$ cat config.mk
export PLATFORM = sky130hd
export DESIGN_NAME = space_filling_curve_point_unit_flat
export DESIGN_NICKNAME = d
export VERILOG_FILES = /design/src/design/sfc_pkg.sv /design/src/design/sfc_intf.sv /design/src/design/sfc_front.sv /design/src/design/sfc_level_pipe.sv /design/src/design/sfc_map.sv /design/src/design/space_filling_curve_point_unit.sv /design/src/flat_wrapper.sv
export SDC_FILE = /design/constraint.sdc
export NUM_CORES = 1
export LEC_CHECK = 0
export BUFFER_PORTS_ARGS = -buffer_cell sky130_fd_sc_hd__buf_2
export CORE_MARGIN = 4
export CORE_UTILIZATION = 67
export CTS_CLUSTER_DIAMETER = 150
export DETAILED_ROUTE_END_ITERATION = 10
export PLACE_DENSITY = 0.86
export SYNTH_ARGS = -nofsm -noshare
export SYNTH_HDL_FRONTEND = slang
export SYNTH_SLANG_ARGS = --single-unit
$ cat constraint.sdc
create_clock -name i_clk -period 8.7 [get_ports i_clk]
set_input_delay 0 -clock i_clk [delete_from_list [all_inputs] [get_ports i_clk]]
set_output_delay 0 -clock i_clk [all_outputs]
set_load 0.02 [all_outputs]
$ cat src/design/sfc_pkg.sv
// shared constants, types and codes for the space filling curve point unit
// no dependencies; imported by every other file of the block
package sfc_pkg;

    localparam int MAX_LEVEL = 10;

    localparam int LVL_W     = 4;
    localparam int IDX_W     = 23;
    localparam int COORD_W   = 12;
    localparam int FACE_W    = 3;
    localparam int CFG_IDX_W = 1;
    localparam int CFG_DAT_W = 4;

    // per face offset and per axis cell widths
    localparam int OFF_W  = 2 * MAX_LEVEL;
    localparam int CELL_W = MAX_LEVEL;
    // wide enough for the index and for six times the per face count
    localparam int WIDE_W = (IDX_W > OFF_W + 3) ? IDX_W : OFF_W + 3;

    // register indexes
    localparam logic [CFG_IDX_W-1:0] CFG_LEVEL = CFG_IDX_W'(0);
    localparam logic [CFG_IDX_W-1:0] CFG_CUBE  = CFG_IDX_W'(1);

    localparam logic [LVL_W-1:0] RESET_LEVEL = LVL_W'(4);
    localparam logic             RESET_CUBE  = 1'b1;

    // quadrant digits of one level
    localparam logic [1:0] QUAD_LL = 2'd0;
    localparam logic [1:0] QUAD_UL = 2'd1;
    localparam logic [1:0] QUAD_UR = 2'd2;
    localparam logic [1:0] QUAD_LR = 2'd3;

    // cube faces by the axis and side they sit on
    localparam logic [FACE_W-1:0] FACE_YP = FACE_W'(0);
    localparam logic [FACE_W-1:0] FACE_XP = FACE_W'(1);
    localparam logic [FACE_W-1:0] FACE_ZN = FACE_W'(2);
    localparam logic [FACE_W-1:0] FACE_XN = FACE_W'(3);
    localparam logic [FACE_W-1:0] FACE_ZP = FACE_W'(4);
    localparam logic [FACE_W-1:0] FACE_LAST = FACE_W'(5);

    typedef logic [MAX_LEVEL-1:0][1:0] t_digits;

    // one item on its way through the level stages
    typedef struct packed {
        logic              in_range;
        logic              cube;
        logic [FACE_W-1:0] face;
        logic [LVL_W-1:0]  lvl;
        t_digits           dig;
        logic [CELL_W-1:0] u;
        logic [CELL_W-1:0] v;
    } t_cell;

endpackage

$ cat src/design/sfc_intf.sv
// channel interfaces of the space filling curve point unit: point in, point out, config
// depends on sfc_pkg
interface sfc_in_if;
    import sfc_pkg::*;
    logic             valid;
    logic             ready;
    logic [IDX_W-1:0] point_index;

    modport source (output valid, output point_index, input ready);
    modport sink   (input valid, input point_index, output ready);
endinterface

interface sfc_out_if;
    import sfc_pkg::*;
    logic                      valid;
    logic                      ready;
    logic signed [COORD_W-1:0] coord_x;
    logic signed [COORD_W-1:0] coord_y;
    logic signed [COORD_W-1:0] coord_z;
    logic [FACE_W-1:0]         face_number;
    logic                      in_range;

    modport source (output valid, output coord_x, output coord_y, output coord_z,
                    output face_number, output in_range, input ready);
    modport sink   (input valid, input coord_x, input coord_y, input coord_z,
                    input face_number, input in_range, output ready);
endinterface

interface sfc_cfg_if;
    import sfc_pkg::*;
    logic                 valid;
    logic                 ready;
    logic [CFG_IDX_W-1:0] reg_index;
    logic [CFG_DAT_W-1:0] wr_data;

    modport source (output valid, output reg_index, output wr_data, input ready);
    modport sink   (input valid, input reg_index, input wr_data, output ready);
endinterface

$ cat src/design/sfc_front.sv
// front end: range check, face split, offset reversal, then quadrant digits
// depends on sfc_pkg
module sfc_front (
    input  logic                          i_clk,
    input  logic                          i_rst_n,
    input  logic                          i_valid,
    output logic                          o_ready,
    input  logic [sfc_pkg::IDX_W-1:0]     i_index,
    input  logic [sfc_pkg::LVL_W-1:0]     i_level,
    input  logic                          i_cube,
    output logic                          o_valid,
    input  logic                          i_ready,
    output sfc_pkg::t_cell                o_item
);
    import sfc_pkg::*;

    // stage a: decoded item
    logic              r_a_valid;
    logic              r_a_in_range;
    logic              r_a_cube;
    logic [FACE_W-1:0] r_a_face;
    logic [LVL_W-1:0]  r_a_lvl;
    logic [OFF_W-1:0]  r_a_off;

    logic              n_a_in_range;
    logic [FACE_W-1:0] n_a_face;
    logic [LVL_W-1:0]  n_a_lvl;
    logic [OFF_W-1:0]  n_a_off;

    logic              r_b_valid;
    t_cell             r_b_item;
    t_cell             n_b_item;

    logic              a_ready;
    logic              b_ready;

    logic [LVL_W:0]    shift;
    logic [WIDE_W-1:0] per_face;
    logic [WIDE_W-1:0] count;
    logic [WIDE_W-1:0] idx_w;
    logic [WIDE_W-1:0] face_w;
    logic [OFF_W-1:0]  mask;

    assign b_ready = !r_b_valid || i_ready;
    assign a_ready = !r_a_valid || b_ready;
    assign o_ready = a_ready;

    always_comb begin
        n_a_lvl  = (i_level > LVL_W'(MAX_LEVEL)) ? LVL_W'(MAX_LEVEL) : i_level;
        shift    = {n_a_lvl, 1'b0};
        per_face = WIDE_W'(1) << shift;
        count    = i_cube ? ((per_face << 2) + (per_face << 1)) : per_face;
        idx_w    = WIDE_W'(i_index);
        n_a_in_range = idx_w < count;
        face_w   = idx_w >> shift;
        n_a_face = (n_a_in_range && i_cube) ? FACE_W'(face_w) : '0;
        mask     = OFF_W'(per_face - WIDE_W'(1));
        n_a_off  = OFF_W'(idx_w) & mask;
        // faces past the second run the curve backwards
        if (i_cube && n_a_face >= FACE_ZN) begin
            n_a_off = ~n_a_off & mask;
        end
    end

    always_ff @(posedge i_clk) begin
        if (!i_rst_n) begin
            r_a_valid <= 1'b0;
        end else if (a_ready) begin
            r_a_valid <= i_valid;
        end
        if (a_ready) begin
            r_a_in_range <= n_a_in_range;
            r_a_cube     <= i_cube;
            r_a_face     <= n_a_face;
            r_a_lvl      <= n_a_lvl;
            r_a_off      <= n_a_off;
        end
    end

    // stage b: digits from the top, complementing below quadrants ll and lr
    always_comb begin
        logic [1:0] flip;
        logic [1:0] q;
        flip = 2'b00;
        q    = 2'b00;
        n_b_item.in_range = r_a_in_range;
        n_b_item.cube     = r_a_cube;
        n_b_item.face     = r_a_face;
        n_b_item.lvl      = r_a_lvl;
        n_b_item.u        = '0;
        n_b_item.v        = '0;
        n_b_item.dig      = '0;
        for (int k = MAX_LEVEL; k >= 1; k--) begin
            q = r_a_off[2*(k-1) +: 2] ^ flip;
            if (LVL_W'(k) <= r_a_lvl) begin
                n_b_item.dig[k-1] = q;
                if (q == QUAD_LL || q == QUAD_LR) begin
                    flip = flip ^ 2'b11;
                end
            end
        end
    end

    always_ff @(posedge i_clk) begin
        if (!i_rst_n) begin
            r_b_valid <= 1'b0;
        end else if (b_ready) begin
            r_b_valid <= r_a_valid;
        end
        if (b_ready) begin
            r_b_item <= n_b_item;
        end
    end

    assign o_valid = r_b_valid;
    assign o_item  = r_b_item;

endmodule

$ cat src/design/sfc_level_pipe.sv
// one register stage per curve level, lowest level first, placing the cell
// depends on sfc_pkg
module sfc_level_pipe (
    input  logic           i_clk,
    input  logic           i_rst_n,
    input  logic           i_valid,
    output logic           o_ready,
    input  sfc_pkg::t_cell i_item,
    output logic           o_valid,
    input  logic           i_ready,
    output sfc_pkg::t_cell o_item
);
    import sfc_pkg::*;

    function automatic t_cell level_step(input t_cell c, input int k);
        t_cell             r;
        logic [CELL_W-1:0] s;
        logic [1:0]        q;
        r = c;
        s = CELL_W'(1) << (k - 1);
        q = c.dig[k-1];
        if (LVL_W'(k) <= c.lvl) begin
            unique case (q)
                QUAD_LL: begin
                    r.u = c.v;
                    r.v = s - CELL_W'(1) - c.u;
                end
                QUAD_UL: begin
                    r.u = c.u;
                    r.v = c.v + s;
                end
                QUAD_UR: begin
                    r.u = c.u + s;
                    r.v = c.v + s;
                end
                QUAD_LR: begin
                    // wraps to all ones at the top level, still exact mod 2^CELL_W
                    r.u = (s << 1) - CELL_W'(1) - c.v;
                    r.v = c.u;
                end
            endcase
        end
        return r;
    endfunction

    logic  [MAX_LEVEL-1:0] r_valid;
    t_cell                 r_item [MAX_LEVEL];
    logic  [MAX_LEVEL:0]   rdy;

    assign rdy[MAX_LEVEL] = i_ready;
    assign o_ready        = rdy[0];

    for (genvar j = 0; j < MAX_LEVEL; j++) begin : g_stage
        t_cell src;
        logic  src_valid;

        assign rdy[j] = !r_valid[j] || rdy[j+1];

        if (j == 0) begin : g_first
            assign src       = i_item;
            assign src_valid = i_valid;
        end else begin : g_next
            assign src       = r_item[j-1];
            assign src_valid = r_valid[j-1];
        end

        always_ff @(posedge i_clk) begin
            if (!i_rst_n) begin
                r_valid[j] <= 1'b0;
            end else if (rdy[j]) begin
                r_valid[j] <= src_valid;
            end
            if (rdy[j]) begin
                r_item[j] <= level_step(src, j + 1);
            end
        end
    end

    assign o_valid = r_valid[MAX_LEVEL-1];
    assign o_item  = r_item[MAX_LEVEL-1];

endmodule

$ cat src/design/sfc_map.sv
// output stage: scaled coordinates, cube face placement, output register
// depends on sfc_pkg
module sfc_map (
    input  logic                              i_clk,
    input  logic                              i_rst_n,
    input  logic                              i_valid,
    output logic                              o_ready,
    input  sfc_pkg::t_cell                    i_item,
    output logic                              o_valid,
    input  logic                              i_ready,
    output logic signed [sfc_pkg::COORD_W-1:0] o_x,
    output logic signed [sfc_pkg::COORD_W-1:0] o_y,
    output logic signed [sfc_pkg::COORD_W-1:0] o_z,
    output logic [sfc_pkg::FACE_W-1:0]        o_face,
    output logic                              o_in_range
);
    import sfc_pkg::*;

    logic                      r_valid;
    logic signed [COORD_W-1:0] r_x, r_y, r_z, r_n;
    logic [FACE_W-1:0]         r_face;
    logic                      r_in_range;
    logic                      r_cube;

    logic signed [COORD_W-1:0] n_x, n_y, n_z, n_n;
    logic [FACE_W-1:0]         n_face;

    logic signed [COORD_W-1:0] px, py;
    logic                      ready;

    assign ready   = !r_valid || i_ready;
    assign o_ready = ready;

    always_comb begin
        n_n = COORD_W'(1) << i_item.lvl;
        px  = COORD_W'({i_item.u, 1'b1}) - n_n;
        py  = COORD_W'({i_item.v, 1'b1}) - n_n;
        n_face = i_item.face;
        n_x = px;
        n_y = py;
        n_z = '0;
        if (i_item.cube) begin
            unique case (i_item.face)
                FACE_YP: begin n_x = px;   n_y = n_n;  n_z = py;   end
                FACE_XP: begin n_x = n_n;  n_y = -px;  n_z = py;   end
                FACE_ZN: begin n_x = px;   n_y = py;   n_z = -n_n; end
                FACE_XN: begin n_x = -n_n; n_y = py;   n_z = -px;  end
                FACE_ZP: begin n_x = -px;  n_y = py;   n_z = n_n;  end
                default: begin n_x = px;   n_y = -n_n; n_z = -py;  end
            endcase
        end else begin
            n_face = '0;
        end
        if (!i_item.in_range) begin
            n_x    = '0;
            n_y    = '0;
            n_z    = '0;
            n_face = '0;
        end
    end

    always_ff @(posedge i_clk) begin
        if (!i_rst_n) begin
            r_valid <= 1'b0;
        end else if (ready) begin
            r_valid <= i_valid;
        end
        if (ready) begin
            r_x        <= n_x;
            r_y        <= n_y;
            r_z        <= n_z;
            r_n        <= n_n;
            r_face     <= n_face;
            r_in_range <= i_item.in_range;
            r_cube     <= i_item.cube;
        end
    end

    assign o_valid    = r_valid;
    assign o_x        = r_x;
    assign o_y        = r_y;
    assign o_z        = r_z;
    assign o_face     = r_face;
    assign o_in_range = r_in_range;

`ifndef SYNTHESIS
    a_out_of_range_zero: assert property (@(posedge i_clk) disable iff (!i_rst_n)
        r_valid && !r_in_range |-> r_x == '0 && r_y == '0 && r_z == '0 && r_face == '0)
        else $error("out of range point carries nonzero fields");

    a_plane_flat: assert property (@(posedge i_clk) disable iff (!i_rst_n)
        r_valid && r_in_range && !r_cube |-> r_z == '0 && r_face == '0)
        else $error("plane point off the z plane or with a face");

    a_cube_face_code: assert property (@(posedge i_clk) disable iff (!i_rst_n)
        r_valid && r_in_range && r_cube |-> r_face <= FACE_LAST)
        else $error("cube point with face past the last one");

    a_cube_on_surface: assert property (@(posedge i_clk) disable iff (!i_rst_n)
        r_valid && r_in_range && r_cube |->
            r_x == r_n || r_x == -r_n || r_y == r_n || r_y == -r_n ||
            r_z == r_n || r_z == -r_n)
        else $error("cube point not on a face");

    a_odd_cell_center: assert property (@(posedge i_clk) disable iff (!i_rst_n)
        r_valid && r_in_range && !r_cube && r_n != COORD_W'(1) |-> r_x[0] && r_y[0])
        else $error("plane point not at a cell center");
`endif

endmodule

$ cat src/design/space_filling_curve_point_unit.sv
// top level of the space filling curve point unit: config registers and the pipeline
// depends on sfc_pkg, sfc_intf, sfc_front, sfc_level_pipe, sfc_map
//
// maps a point index to the matching point of a hilbert-type curve of depth
// curve_level (n = 2^level cells a side), either on the plane (z zero, face zero)
// or wrapped over six cube faces sitting at +-n. coordinates are scaled by n:
// cell (u,v) gives 2u+1-n, 2v+1-n. in cube mode the index is face * 4^level plus
// the offset within the face, and faces two to five walk their offsets backwards.
// an index at or past the point count comes out with in_range low and all other
// fields zero. curve_level above the maximum level saturates at it.
// throughput: one beat per cycle on both channels while the output takes beats. the pipe
// holds two front stages (decode and digit extraction), one register stage per curve level
// and the output register. every stage has its own valid bit and local ready, so bubbles
// close up and the input keeps taking beats while a finished point waits at the output,
// as long as some stage ahead of it is still empty.
// config: the write channel is always ready; index 0 is curve_level, index 1 is
// cube_mode. write only when no point is in flight; reset gives level 4, cube on.
module space_filling_curve_point_unit (
    input  logic      i_clk,
    input  logic      i_rst_n,
    sfc_in_if.sink    i_pt,
    sfc_out_if.source o_pt,
    sfc_cfg_if.sink   i_cfg
);
    import sfc_pkg::*;

    // config registers
    logic [LVL_W-1:0] r_level;
    logic             r_cube;

    // front to level stages
    logic  front_valid;
    logic  front_ready;
    t_cell front_item;

    // level stages to output stage
    logic  cell_valid;
    logic  cell_ready;
    t_cell cell_item;

    // config beats are taken every cycle
    assign i_cfg.ready = 1'b1;

    always_ff @(posedge i_clk) begin
        if (!i_rst_n) begin
            r_level <= RESET_LEVEL;
            r_cube  <= RESET_CUBE;
        end else if (i_cfg.valid) begin
            unique case (i_cfg.reg_index)
                CFG_LEVEL: r_level <= i_cfg.wr_data[LVL_W-1:0];
                CFG_CUBE:  r_cube  <= i_cfg.wr_data[0];
            endcase
        end
    end

    // decode and quadrant digits
    sfc_front u_front (
        .i_clk   (i_clk),
        .i_rst_n (i_rst_n),
        .i_valid (i_pt.valid),
        .o_ready (i_pt.ready),
        .i_index (i_pt.point_index),
        .i_level (r_level),
        .i_cube  (r_cube),
        .o_valid (front_valid),
        .i_ready (front_ready),
        .o_item  (front_item)
    );

    // one stage per level builds the cell position
    sfc_level_pipe u_levels (
        .i_clk   (i_clk),
        .i_rst_n (i_rst_n),
        .i_valid (front_valid),
        .o_ready (front_ready),
        .i_item  (front_item),
        .o_valid (cell_valid),
        .i_ready (cell_ready),
        .o_item  (cell_item)
    );

    // scaling, face placement and output register
    sfc_map u_map (
        .i_clk      (i_clk),
        .i_rst_n    (i_rst_n),
        .i_valid    (cell_valid),
        .o_ready    (cell_ready),
        .i_item     (cell_item),
        .o_valid    (o_pt.valid),
        .i_ready    (o_pt.ready),
        .o_x        (o_pt.coord_x),
        .o_y        (o_pt.coord_y),
        .o_z        (o_pt.coord_z),
        .o_face     (o_pt.face_number),
        .o_in_range (o_pt.in_range)
    );

endmodule

$ cat src/flat_wrapper.sv
// flat-port wrapper written by rule: the top's interface ports become plain ports
module space_filling_curve_point_unit_flat import sfc_pkg::*;
  (i_clk, i_rst_n, i_pt_valid, i_pt_point_index, i_pt_ready, o_pt_valid, o_pt_coord_x, o_pt_coord_y, o_pt_coord_z, o_pt_face_number, o_pt_in_range, o_pt_ready, i_cfg_valid, i_cfg_reg_index, i_cfg_wr_data, i_cfg_ready);
  sfc_in_if i_pt_i ();
  sfc_out_if o_pt_i ();
  sfc_cfg_if i_cfg_i ();
  input  logic i_clk;
  input  logic i_rst_n;
  input wire logic [$bits(i_pt_i.valid)-1:0] i_pt_valid;
  input wire logic [$bits(i_pt_i.point_index)-1:0] i_pt_point_index;
  output wire logic [$bits(i_pt_i.ready)-1:0] i_pt_ready;
  output wire logic [$bits(o_pt_i.valid)-1:0] o_pt_valid;
  output wire logic [$bits(o_pt_i.coord_x)-1:0] o_pt_coord_x;
  output wire logic [$bits(o_pt_i.coord_y)-1:0] o_pt_coord_y;
  output wire logic [$bits(o_pt_i.coord_z)-1:0] o_pt_coord_z;
  output wire logic [$bits(o_pt_i.face_number)-1:0] o_pt_face_number;
  output wire logic [$bits(o_pt_i.in_range)-1:0] o_pt_in_range;
  input wire logic [$bits(o_pt_i.ready)-1:0] o_pt_ready;
  input wire logic [$bits(i_cfg_i.valid)-1:0] i_cfg_valid;
  input wire logic [$bits(i_cfg_i.reg_index)-1:0] i_cfg_reg_index;
  input wire logic [$bits(i_cfg_i.wr_data)-1:0] i_cfg_wr_data;
  output wire logic [$bits(i_cfg_i.ready)-1:0] i_cfg_ready;
  assign i_pt_i.valid = i_pt_valid;
  assign i_pt_i.point_index = i_pt_point_index;
  assign i_pt_ready = i_pt_i.ready;
  assign o_pt_valid = o_pt_i.valid;
  assign o_pt_coord_x = o_pt_i.coord_x;
  assign o_pt_coord_y = o_pt_i.coord_y;
  assign o_pt_coord_z = o_pt_i.coord_z;
  assign o_pt_face_number = o_pt_i.face_number;
  assign o_pt_in_range = o_pt_i.in_range;
  assign o_pt_i.ready = o_pt_ready;
  assign i_cfg_i.valid = i_cfg_valid;
  assign i_cfg_i.reg_index = i_cfg_reg_index;
  assign i_cfg_i.wr_data = i_cfg_wr_data;
  assign i_cfg_ready = i_cfg_i.ready;
  space_filling_curve_point_unit u_core (.i_clk(i_clk), .i_rst_n(i_rst_n), .i_pt(i_pt_i), .o_pt(o_pt_i), .i_cfg(i_cfg_i));
endmodule
### Word level (Yosys, flattened, before mapping)

Memories as Yosys holds them, arrays and structs flattened.
Cells that the tools add are included.

| storage, ports and cells | value |
|---|---|
| memory bits (writable) | 490 |
| memories | 1 |
| register bits after elaboration | 116 |
| input port bits | 33 |
| output and inout bits | 43 |
| logic and storage cells | 312 |

Memories:

| memory | words | width | read ports | clocked after Yosys merged registers in | wr ports | line | source |
|---|---|---|---|---|---|---|---|
| u_core.u_levels.r_item | 10 | 49 | 10 | 0 | 10 | sfc_level_pipe.sv:47 | `t_cell r_item [MAX_LEVEL];` |

| cells by class | value |
|---|---|
| eq/ne operators | 43 |
| muxes and demuxes | 77 |
| reduce and logical (&&, ||, !) cells | 62 |
| shifts and indexed selects | 3 |
| $add $sub $neg | 43 |
| bitwise logic cells | 21 |
| order comparisons | 23 |

Operator list:

| cell | count |
|---|---|
| $pmux 20 s4 | 10 |
| $mux 20 | 21 |
| $pmux 12 s3 | 2 |
| $eq 2x2->1 const B | 29 |
| $pmux 12 s4 | 1 |
| $and 20x20->20 | 2 |
| $logic_not 2->1 | 19 |
| $mux 2 | 18 |
| $neg 12->12 | 3 |
| $le 3x4->1 const A | 8 |
| $le 4x4->1 const A | 6 |
| $mux 12 | 2 |
| $sub 11x12->12 | 2 |
| $add 23x23->23 | 1 |
| $lt 23x23->1 | 1 |
| $mux 23 | 1 |
| $shl 1x5->23 const A | 1 |
| $shr 23x5->3 | 1 |
| $logic_or 1x1->1 | 22 |
| $add 10x10->10 const B | 2 |
| $add 10x2->10 const B | 2 |
| $add 10x3->10 const B | 2 |
| $add 10x4->10 const B | 2 |
| $add 10x5->10 const B | 2 |
| other kinds (37) | 112 |

### Depth between registers and ports, before layout

Gate-level depths: netlist (run 1).

| logic depth | value |
|---|---|
| depth in word-level cells | 45 |
| mapped depth | 20 |
| mapped depth without buffers | 18 |

### Cells and area by module

From an unflattened synthesis (run 1), not the netlist that was laid out.

| unflattened totals | value |
|---|---|
| cells, all modules | 3253 |
| area total of the unflattened synthesis | 33843.7 µm² |

By module, submodules not included:

| module | area each (µm²) | times used | cells each |
|---|---|---|---|
| sfc_level_pipe | 25107.8 | 1 | 2288 |
| sfc_map | 4384.2 | 1 | 531 |
| sfc_front | 4130.2 | 1 | 410 |
| space_filling_curve_point_unit | 221.5 | 1 | 24 |

### Worst setup path before layout (run 1)

No wires, ideal clock.

| timing path | value |
|---|---|
| path type | register to register |
| from | register u_core.r_level[0] |
| to | register u_core.u_front.r_a_off[19], data pin |
| buffers on the path | 3 |
| data required time | 8445 ps |
| cell stages (with the launch flop) | 20 |
| setup time | 255 ps |
| slack | 4314 ps |
| arrival | 4130 ps |
| path through | dfxtp_1 buf_1 clkbuf_1 nand3_1 or3_1 o41a_1 ha_1 a21o_1 a21o_1 a21o_1 a21o_1 a21o_1 a21o_1 a21oi_1 nand2_1 o21ai_0 nand3_1 clkbuf_1 xnor2_1 and3_1 |

| between the ends | value |
|---|---|
| word-level cells in the longest chain between the ends | 11 |
| elaborated cells on any way between the ends | 16 |
| classes of those cells | 2 x add/sub; 3 x order compare; 2 x shift; 4 x mux; 3 x bitwise; 2 x reduce/logical |

RTL lines:

| item | line | source |
|---|---|---|
| from (decl) | space_filling_curve_point_unit.sv:28 | `logic [LVL_W-1:0] r_level;` |
| from (signal assigned) | space_filling_curve_point_unit.sv:50 | `CFG_LEVEL: r_level <= i_cfg.wr_data[LVL_W-1:0];` |
| $gt 4x4->1 | sfc_front.sv:49 | `n_a_lvl = (i_level > LVL_W'(MAX_LEVEL)) ? LVL_W'(MAX_LEVEL) : i_level;` |
| $mux 4 * | sfc_front.sv:49 |  |
| $shl 1x5->23 * | sfc_front.sv:51 | `per_face = WIDE_W'(1) << shift;` |
| $add 23x23->23 | sfc_front.sv:52 | `count = i_cube ? ((per_face << 2) + (per_face << 1)) : per_face;` |
| $mux 23 * | sfc_front.sv:52 |  |
| $lt 23x23->1 * | sfc_front.sv:54 | `n_a_in_range = idx_w < count;` |
| via u_core.u_front.n_a_in_range | sfc_front.sv:25 | `logic n_a_in_range;` |
| $logic_and 1x1->1 * | sfc_front.sv:56 | `n_a_face = (n_a_in_range && i_cube) ? FACE_W'(face_w) : '0;` |
| $mux 3 * | sfc_front.sv:56 |  |
| $ge 3x2->1 * | sfc_front.sv:60 | `if (i_cube && n_a_face >= FACE_ZN) begin` |
| $logic_and 1x1->1 * | sfc_front.sv:60 |  |
| $mux 20 * | sfc_front.sv:60 |  |
| via u_core.u_front.n_a_off[19] | sfc_front.sv:28 | `logic [OFF_W-1:0] n_a_off;` |
| to (signal assigned) | sfc_front.sv:76 | `r_a_off <= n_a_off;` |
| to (decl) | sfc_front.sv:23 | `logic [OFF_W-1:0] r_a_off;` |

The timed path passes the listed nets; every way through them passes the cells marked *.
A chain may end at the register's enable or synchronous reset.

### Worst setup path in the final report (run 1)

| timing path | value |
|---|---|
| from | register u_core.r_level[3] |
| to | register u_core.u_front.r_a_off[2], data pin |

| between the ends | value |
|---|---|
| word-level cells in the longest chain between the ends | 11 |
| elaborated cells on any way between the ends | 16 |
| classes of those cells | 2 x add/sub; 3 x order compare; 2 x shift; 4 x mux; 3 x bitwise; 2 x reduce/logical |

RTL lines:

| item | line | source |
|---|---|---|
| $gt 4x4->1 * | sfc_front.sv:49 |  |
| $mux 4 * | sfc_front.sv:49 |  |
| via u_core.u_front.n_a_lvl[1] | sfc_front.sv:27 | `logic [LVL_W-1:0] n_a_lvl;` |
| $shl 1x5->23 * | sfc_front.sv:51 |  |
| $add 23x23->23 | sfc_front.sv:52 |  |
| $mux 23 * | sfc_front.sv:52 |  |
| $lt 23x23->1 * | sfc_front.sv:54 |  |
| via u_core.u_front.n_a_in_range | sfc_front.sv:25 |  |
| $logic_and 1x1->1 * | sfc_front.sv:56 |  |
| $mux 3 * | sfc_front.sv:56 |  |
| $ge 3x2->1 * | sfc_front.sv:60 |  |
| $logic_and 1x1->1 * | sfc_front.sv:60 |  |
| $mux 20 * | sfc_front.sv:60 |  |
| via u_core.u_front.n_a_off[2] | sfc_front.sv:28 |  |

Marked as above.

==> results of run 1 <==
==> flip-flops by register name, indices dropped and copies added (netlist names) <==
register                           flops
u_core.u_levels.g_stage.src_valid      9
u_core.u_front.r_a_valid               1
u_core.u_map.o_x                      12
u_core.r_level                         4
u_core.u_levels.o_valid                1
u_core.u_front.r_a_off                20
u_core.u_map.o_y                      12
u_core.u_front.r_a_cube                1
u_core.u_map.o_z                      12
u_core.u_map.o_face                    3
u_core.u_front.r_a_face                3
u_core.u_map.o_valid                   1
u_core.u_front.r_a_in_range            1
u_core.u_front.o_valid                 1
u_core.u_front.r_a_lvl                 4
u_core.u_map.o_in_range                1
u_core.u_levels.r_item               290
u_core.u_front.o_item                 29
u_core.r_cube                          1
==> cells in the mapped netlist (all sizes together) (10+ instances only) <==
cell type    n  share of area, %
edfxtp     388                58
nor2       179               3.5
nand2      166               3.1
o21ai      142               3.6
a21oi      106               2.7
ha          84               5.3
inv         65               1.2
clkbuf      62               1.2
mux2i       59               3.0
xnor2       39               1.7
nor2b       37               1.2
xor2        35               1.5
nand3       31              0.78
nor3        23              0.58
o21a        20              0.75
dfxtp       18               1.8
o22ai       16              0.50
a22o        15              0.66
and2        15              0.47
and3        14              0.44
buf         13              0.34
a211oi      11              0.41
nand2b      11              0.34
a21o        10              0.38
o21bai      10              0.38
or3         10              0.32
==> tightest hold or removal path: stages <==
cell and delay [ns]:
buf_2 0.13, a32oi_1 0.11, o21ai_0 0.13, and3_1 0.18
==> final cells by class <==
type | instances | area, µm² | area share [%]
Clock buffer | 47 | 1080 | 4.80
Clock inverter | 31 | 390 | 1.73
Inverter | 70 | 263 | 1.17
Multi-Input combinational cell | 1153 | 7400 | 32.9
Sequential cell | 406 | 12000 | 53.4
Tap cell | 384 | 480 | 2.13
Timing Repair Buffer | 128 | 876 | 3.89
==> path summary, 6_finish.rpt <==
path         slack (ns)                                 endpoint  depth (start not counted)
min                0.10     u_core.u_front.r_a_face[1]$_DFFE_PP_                          4
min reg2reg        0.41  u_core.u_levels.r_item[1][25]$_DFFE_PP_                          0
max reg2reg        2.58      u_core.u_front.r_a_off[2]$_DFFE_PP_                         16
max                2.58      u_core.u_front.r_a_off[2]$_DFFE_PP_                         16
==> metrics by stage <==
step           setup slack [ns]  instance area, µm²  power (mW)  utilization, %  instances
5_1_grt                    2.17               22500        6.43            77.4       2219
3_3_place_gp               2.97               20600        4.14            70.9       2101
2_1_floorplan              4.31               20000        3.79               -       1704
4_1_cts                    2.80               22500        6.11            77.4       2219
6_report                   2.58               22500        6.14            77.4       2219
3_5_place_dp               2.81               20600        4.22            70.9       2101
==> power groups by stage <==
| stage | clock network (mW) | logic [mW] | registers (mW) |
|---|---|---|---|
| after global routing | 1.99 | 1.61 | 2.83 |
| after detailed placement | 0 | 1.39 | 2.83 |
| after floorplan | 0 | 0.989 | 2.80 |
| final | 1.88 | 1.47 | 2.80 |
| after CTS | 1.89 | 1.43 | 2.80 |
| after global placement | 0 | 1.33 | 2.81 |
==> logic make-up (layout without fill, tap and decap cells) <==
kind of cell	after synthesis	in the layout	synth area share, %
flip-flops	406	406	60.1
buffers and inverters	145	276	2.87
multiplexers	70	70	3.69
AO/OA/AOI/OAI	399	399	12.2
other	1	1	0.0188
AND/OR/NAND/NOR	518	518	11.9
XOR/XNOR	79	79	3.82
adder cells (fa/ha/maj)	86	86	5.46
==> routing by layer <==
metal | vias to the layer above | share of wire [%] | GRT usage [%]
met3 | 168 | 6.7 | 4.40
met2 | 676 | 51 | 50.6
met5 | - | 0 | 0
met4 | 0 | 4.4 | 11.8
met1 | 6747 | 37 | 35.0
li1 | 6430 | - | -
==> results.cfg, run 1 <==
[status]
status = complete, no violations

[hold_path]
hold_class = in -> reg
hold_start = i_pt_point_index[21]

[pwr]
pwr-share-comb_pct = 23.9
p_int_mw = 4.26
p_leak_nw = 9.03
p_clk_share_pct = 30.5
power.switching_mw = 1.89
p_sw_share_pct = 30.7
pwr-share-seq_pct = 45.6
peakVddDrop_mv = 0.223
power-per-cell-area_nw_per_um2 = 273

[timing]
finalSetupViolCount = 0
final.setup.tns_ns = 0
rsz0062_at_grt = false
fin_crit_ns = 6.12
max_clock_freq_mhz = 163
fin_skew_ns = 0.0280
hold_viol_final = 0
maxSlewViolCount = 0
fin_crit_sh_pct = 70.3
max_slew.worst_pin.slew_ns = 1.32
whs_ns = 0.103
maxSlewHeadroom_pct = 11.6

[flow_run]
maxCapViolations = 0

[detailed_routing]
drt-wirelength-per-cell_um = 21.3
drtIter0Drc = 1513
dr_total_vias = 14000
first_pass_iters = 6
route.detailed.drc = 0
viasPerCell = 6.32
drtAntennaViolNets = 0
routed_wl_um = 47200

[clock_network]
path_clk_slew_ns = 0.06
cts_made_buffers = 42
cts-root-buf = clkbuf_16
postCtsSetupBuffers = 0
cts_sinks = 406
cts_buffer_depth = 3
cts_resized = 0
postCtsHoldBufs = 40
cts_tree = built
h-tree-depth = 2
insertion_delay_ns = 0.55

[floorplan]
coreArea_um2 = 29100
die_x_um = 181
start_util_pct = 68.7
ios = 76
dieHeight_um = 181
die_area_um2 = 32700
rows = 62

[cells_and_area]
layout_commonest_cell = edfxtp_1
layout-drive-gt1-share_pct = 10.4
fill_cells = 1692
n_antenna_cell = 0
area_delta_synth_final_pct = 12.6
nNetsFinal = 1920
final_cell_mix = 388 x edfxtp_1, 176 x nor2_1, 166 x nand2_1, 139 x o21ai_0, 106 x a21oi_1

[worst_setup_path]
startpoint_type = flip-flop
path_buf_inv = 1
cp_slowest_cell = nand3_1
cp_max_fo = 27
r2r-start = u_core.r_level[3]$_SDFFE_PN0P_
cp_slowest_stage_delay_ns = 0.99
cp.arrival_ns = 6.40
end_kind = flip-flop
cpMostUsedCell = a21o_1
cpLargestDelayFamily = compound AO/OA/AOI/OAI gates
startpoint = u_core.r_level[3]$_SDFFE_PN0P_
crit_type = reg -> reg
worstPathRequired_ns = 8.98
path_cells = a21oi_1 > clkinv_1 > nor2_1 > nand3_1 > ha_1 > a21o_1 > a21o_1 > a21o_1 > a21o_1 > a21o_1 > a21oi_1 > nand2_1 > o21ai_0 > nand3_1 > xor2_1 > nor2_1

[global_route]
grt_overflow = 0
antenna_found_initial = 0
grt_pass1_wl_um = 75100
grt_pass1_vias = 14000
grt_max_degree = 41
grt_usage_pct = 28.5

[synthesis]
syn_area_um2 = 20000
yosysWarnings = 0
syn_nets = 1823
synth_edf_count = 388
synth_cell_type_count = 74
synthFlopType = edfxtp_1
synth-seq-cells = 406
ys_seq_area_share_pct = 60.1
async_flop_share_pct = 0
synthCells = 1704
avgSynthCellArea_um2 = 11.7

[placed_design]
gp_congestion = 0.948
dp_hpwl_um = 31100
port_buffers = 74
No activity file was read; power rests on OpenSTA's default activity.
==> inputs of run 2 (changes only) <==
CORE_UTILIZATION = 56   (was 67)
PLACE_DENSITY = 0.77   (was 0.86)
clock period = 5.05 ns   (was 8.7 ns; I/O delays follow)
==> run 2 against run 1 <==
Net effect: largest cell class unchanged; fmax is 37% higher; combinational power up 66%; clock skew is essentially flat; final area decreased by 0.38%.
==> results.cfg, run 2 (same netlist as run 1, synthesis figures left out) <==
[clock_network]
path_clk_slew_ns = 0.06
cts_sinks = 406
cts-root-buf = clkbuf_16
cts_buffer_depth = 3
cts_resized = 0
h-tree-depth = 2
postCtsHoldBufs = 34
insertion_delay_ns = 0.57
cts_made_buffers = 41
cts_tree = built
postCtsSetupBuffers = 0

[global_route]
antenna_found_initial = 0
grt_pass1_wl_um = 68800
grt_overflow = 0
grt_max_degree = 41
grt_usage_pct = 22.0
grt_pass1_vias = 13300

[worst_setup_path]
path_cells = nor2b_1 > nand2_1 > ha_1 > nor2b_1 > o21ai_0 > a21boi_0 > o21ai_0 > a21boi_0 > o21ai_0 > a21boi_0 > o21ai_0 > a21boi_0 > o21ai_0 > o21a_1 > o221a_2
cp_max_fo = 14
cp_slowest_cell = edfxtp_1
endpoint = u_core.u_map.o_x[11]$_SDFFCE_PN0P_
crit_type = reg -> reg
worstPathRequired_ns = 5.36
end_kind = flip-flop
startpoint_type = flip-flop
startpoint = u_core.u_levels.r_item[9][41]$_DFFE_PP_
cp_slowest_stage_delay_ns = 0.59
cp.arrival_ns = 4.78
r2r_slack_ns = 0.58
reg2regPathDepth = 15
r2r-start = u_core.u_levels.r_item[9][41]$_DFFE_PP_
cpMostUsedCell = o21ai_0
timing.rr.end = u_core.u_map.o_x[11]$_SDFFCE_PN0P_

[timing]
fin_crit_sh_pct = 88.6
final.setup.tns_ns = 0
max_slew.worst_pin.slew_ns = 1.24
maxSlewHeadroom_pct = 17.4
finalWorstSetupSlack_ns = 0.576
maxSlewViolCount = 0
fin_skew_ns = 0.0278
hold_viol_final = 0
fin_crit_ns = 4.47
rsz0062_at_grt = false
finalSetupViolCount = 0
max_clock_freq_mhz = 224

[detailed_routing]
drtAntennaViolNets = 0
routed_wl_um = 43600
first_pass_iters = 5
dr_total_vias = 13500
viasPerCell = 5.91
drtIter0Drc = 1044
drt-wirelength-per-cell_um = 19.0
route.detailed.drc = 0

[cells_and_area]
fin_cells = 2294
final_cell_mix = 388 x edfxtp_1, 176 x nor2_1, 166 x nand2_1, 139 x o21ai_0, 106 x a21oi_1
area_delta_synth_final_pct = 12.2
largest-register = u_core.u_levels.r_item
n_antenna_cell = 0
nNetsFinal = 1926
largest_register_ffs = 290
layout_commonest_cell = edfxtp_1
layout-drive-gt1-share_pct = 10.2

[placed_design]
place_ws_ns = 0.643
gp_congestion = 0.971
dp_hpwl_um = 30800
port_buffers = 74
placed_cells = 2185

[floorplan]
start_util_pct = 57.3
die_x_um = 197
coreArea_um2 = 34900
dieHeight_um = 197
die_area_um2 = 38800
ios = 76
rows = 68

[flow_run]
maxCapViolations = 0

[hold_path]
hold_class = in -> reg
min_delay_path_depth = 4

[pwr]
power-per-cell-area_nw_per_um2 = 449
p_leak_nw = 8.97
peakVddDrop_mv = 0.265

[status]
status = complete, no violations
[run 2: layout make-up]
class / count / area [µm²]
Fill cell: 2599 / 12500
Sequential cell: 406 / 12000
Multi-Input combinational cell: 1153 / 7410
Clock buffer: 52 / 1090
Timing Repair Buffer: 135 / 913
Tap cell: 455 / 569
Inverter: 70 / 263
Clock inverter: 23 / 164
[run 2: per-stage QoR]
stage / power [mW] / utilization [%] / hold WS (ns) / instance area, µm²
2_1_floorplan: 6.53 / - / 0.128 / 20000
3_3_place_gp: 7.12 / 59.7 / 0.247 / 20800
3_5_place_dp: 7.24 / 59.7 / 0.250 / 20800
4_1_cts: 10.1 / 64.3 / 0.0366 / 22400
5_1_grt: 10.6 / 64.3 / 0.0835 / 22400
6_report: 10.1 / 64.3 / 0.0930 / 22400
[run 2: how the worst min path moves through the flow]
| stage | start | end | slack [ns] |
|---|---|---|---|
| 2_1_floorplan | i_rst_n | u_core.u_front.r_a_valid$_SDFFE_PN0P_ | 0.13 |
| 3_3_place_gp | i_cfg_wr_data[0] | u_core.r_cube$_SDFFE_PN1P_ | 0.25 |
| 3_5_place_dp | i_cfg_wr_data[2] | u_core.r_level[2]$_SDFFE_PN1P_ | 0.25 |
| 4_1_cts | i_pt_point_index[21] | u_core.u_front.r_a_face[1]$_DFFE_PP_ | 0.04 |
| 6_report | i_pt_point_index[21] | u_core.u_front.r_a_face[1]$_DFFE_PP_ | 0.09 |
| 5_1_grt | i_pt_point_index[21] | u_core.u_front.r_a_face[1]$_DFFE_PP_ | 0.08 |
[run 2: routing by layer]
metal | routed length, µm | up-vias | GRT usage [%]
li1 | - | 6431 | -
met1 | 17200 | 6538 | 26.6
met2 | 22000 | 441 | 38.6
met3 | 2470 | 139 | 4.24
met4 | 1840 | 0 | 9.60
met5 | 0 | - | 0
[run 2: power breakdown]
group          switching, mW  leakage, nW  internal [mW]
clock network           1.25        0.606           1.59
registers              0.365         4.66           4.43
logic                   1.43         3.71           1.01
total                   3.04         8.97           7.03
[run 2: worst max-delay path, delay by kind of cell (launching register included)]
| family | cells | cell delay [ns] |
|---|---|---|
| AO/OA/AOI/OAI | 11 | 2.62 |
| AND/OR/NAND/NOR | 3 | 0.68 |
| flip-flops | 1 | 0.59 |
| adder cells (fa/ha/maj) | 1 | 0.33 |
==> inputs of run 3 (changes only) <==
CORE_UTILIZATION = 35   (was 56)
PLACE_DENSITY = 0.53   (was 0.77)
==> run 3 against run 2 <==
Net effect: hold slack got worse by 0.012 ns; critical path type unchanged; critical path depth stayed put; clock skew is 0.0034 ns lower; largest cell class unchanged; core utilization down 23 points; final area up 3.1%; sequential power hardly changed; sequential share of layout area shrank 1.6 points; clock power increased by 14%.
==> results.cfg, run 3 (same netlist as run 1, synthesis figures left out) <==
[timing]
rsz0062_at_grt = false
max_slew.worst_pin.slew_ns = 1.23
maxSlewHeadroom_pct = 18.1
fin_crit_sh_pct = 88.6
fin_skew_ns = 0.0245
max_clock_freq_mhz = 223
hold_viol_final = 0
final.setup.tns_ns = 0
fin_crit_ns = 4.48
finalSetupViolCount = 0
finalWorstSetupSlack_ns = 0.574
maxSlewViolCount = 0

[floorplan]
ios = 76
die_area_um2 = 61000
die_x_um = 247
dieHeight_um = 247
coreArea_um2 = 56500
rows = 87
start_util_pct = 35.4

[detailed_routing]
drtAntennaViolNets = 0
route.detailed.drc = 0
routed_wl_um = 45900
viasPerCell = 5.09
dr_total_vias = 13300
drtIter0Drc = 934
drt-wirelength-per-cell_um = 17.6
first_pass_iters = 8

[clock_network]
cts_made_buffers = 45
cts-root-buf = clkbuf_16
path_clk_slew_ns = 0.06
h-tree-depth = 2
insertion_delay_ns = 0.59
cts_sinks = 406
cts_buffer_depth = 3
cts_tree = built

[hold_path]
hold_start = i_pt_point_index[22]
hold_class = in -> reg

[global_route]
grt_usage_pct = 15.2
grt_overflow = 0
grt_max_degree = 41
grt_pass1_wl_um = 73300
antenna_found_initial = 0
grt_pass1_vias = 13200

[cells_and_area]
final_cell_mix = 388 x edfxtp_1, 176 x nor2_1, 166 x nand2_1, 139 x o21ai_0, 106 x a21oi_1
n_antenna_cell = 0
fill_cells = 5341
layout-drive-gt1-share_pct = 11.1
area_delta_synth_final_pct = 15.6
fin_area_um2 = 23100
layout_commonest_cell = edfxtp_1
largest_register_ffs = 290
largest-register = u_core.u_levels.r_item
utilization_pct = 40.9
nNetsFinal = 1943

[placed_design]
placed_area_um2 = 21300
dp_hpwl_um = 33600
place_ws_ns = 0.586
gp_congestion = 0.929
port_buffers = 74

[pwr]
peakVddDrop_mv = 0.237
power-per-cell-area_nw_per_um2 = 456
p_leak_nw = 9.13
fin_total_pwr_mw = 10.6

[worst_setup_path]
worstPathRequired_ns = 5.38
r2r_slack_ns = 0.57
cp_max_fo = 14
startpoint_type = flip-flop
crit_type = reg -> reg
end_kind = flip-flop
startpoint = u_core.u_levels.r_item[9][41]$_DFFE_PP_
cp.arrival_ns = 4.80
r2r-start = u_core.u_levels.r_item[9][41]$_DFFE_PP_

[status]
status = complete, no violations

[flow_run]
maxCapViolations = 0
## run 3: per-stage QoR
stage / std cells / hold slack [ns]
after floorplan: 1704 / 0.128
after global placement: 2496 / 0.219
after detailed placement: 2496 / 0.221
after CTS: 2611 / 0.0442
after global routing: 2611 / 0.0877
final: 2611 / 0.0812
## run 3: power breakdown
group	leakage, nW	internal [mW]	switching (mW)
sequential	4.66	4.43	0.385
clock	0.704	1.90	1.33
combinational	3.77	1.03	1.48
## run 3: final cells by class
type / instances / area, µm² / share of cell area (%)
timing repair buffer: 148 / 1020 / 4.41
inverter: 70 / 263 / 1.14
sequential: 406 / 12000 / 52.0
multi-input combinational: 1153 / 7400 / 32.0
tap: 756 / 946 / 4.09
clock inverter: 22 / 277 / 1.20
clock buffer: 56 / 1200 / 5.18
## run 3: timing repair
item	4_1_cts	5_1_grt
hold buffers	37	0
setup buffers	0	0
endpoints found under the hold margin	38	0
endpoints found under the setup margin	0	1
gates resized for setup	0	1
## run 3: routing by layer
metal  vias up  GRT usage [%]  wire length (µm)
met2       303           26.7             23200
met1      6416           18.7             18800
met5         -              0                 0
met3       101           2.92              2230
li1       6472              -                 -
met4         0           5.47              1650
## run 3: final timing paths
path / to / cells after the start
worst max-delay path: u_core.u_map.o_x[11]$_SDFFCE_PN0P_ / 15
worst min-delay path: u_core.u_front.r_a_face[0]$_DFFE_PP_ / 5
worst max register to register: u_core.u_map.o_x[11]$_SDFFCE_PN0P_ / 15
worst min register to register: u_core.u_levels.r_item[9][48]$_DFFE_PP_ / 0
## run 3: critical path, cell delays in order, from the launching register on
cell and delay (ns):
edfxtp_1 0.58, nor2b_1 0.34, nand2_1 0.25, ha_1 0.33
nor2b_1 0.12, o21ai_0 0.24, a21boi_0 0.16, o21ai_0 0.21
a21boi_0 0.14, o21ai_0 0.24, a21boi_1 0.18, o21ai_0 0.25
a21boi_0 0.18, o21ai_0 0.55, a31oi_1 0.15, o221a_2 0.29
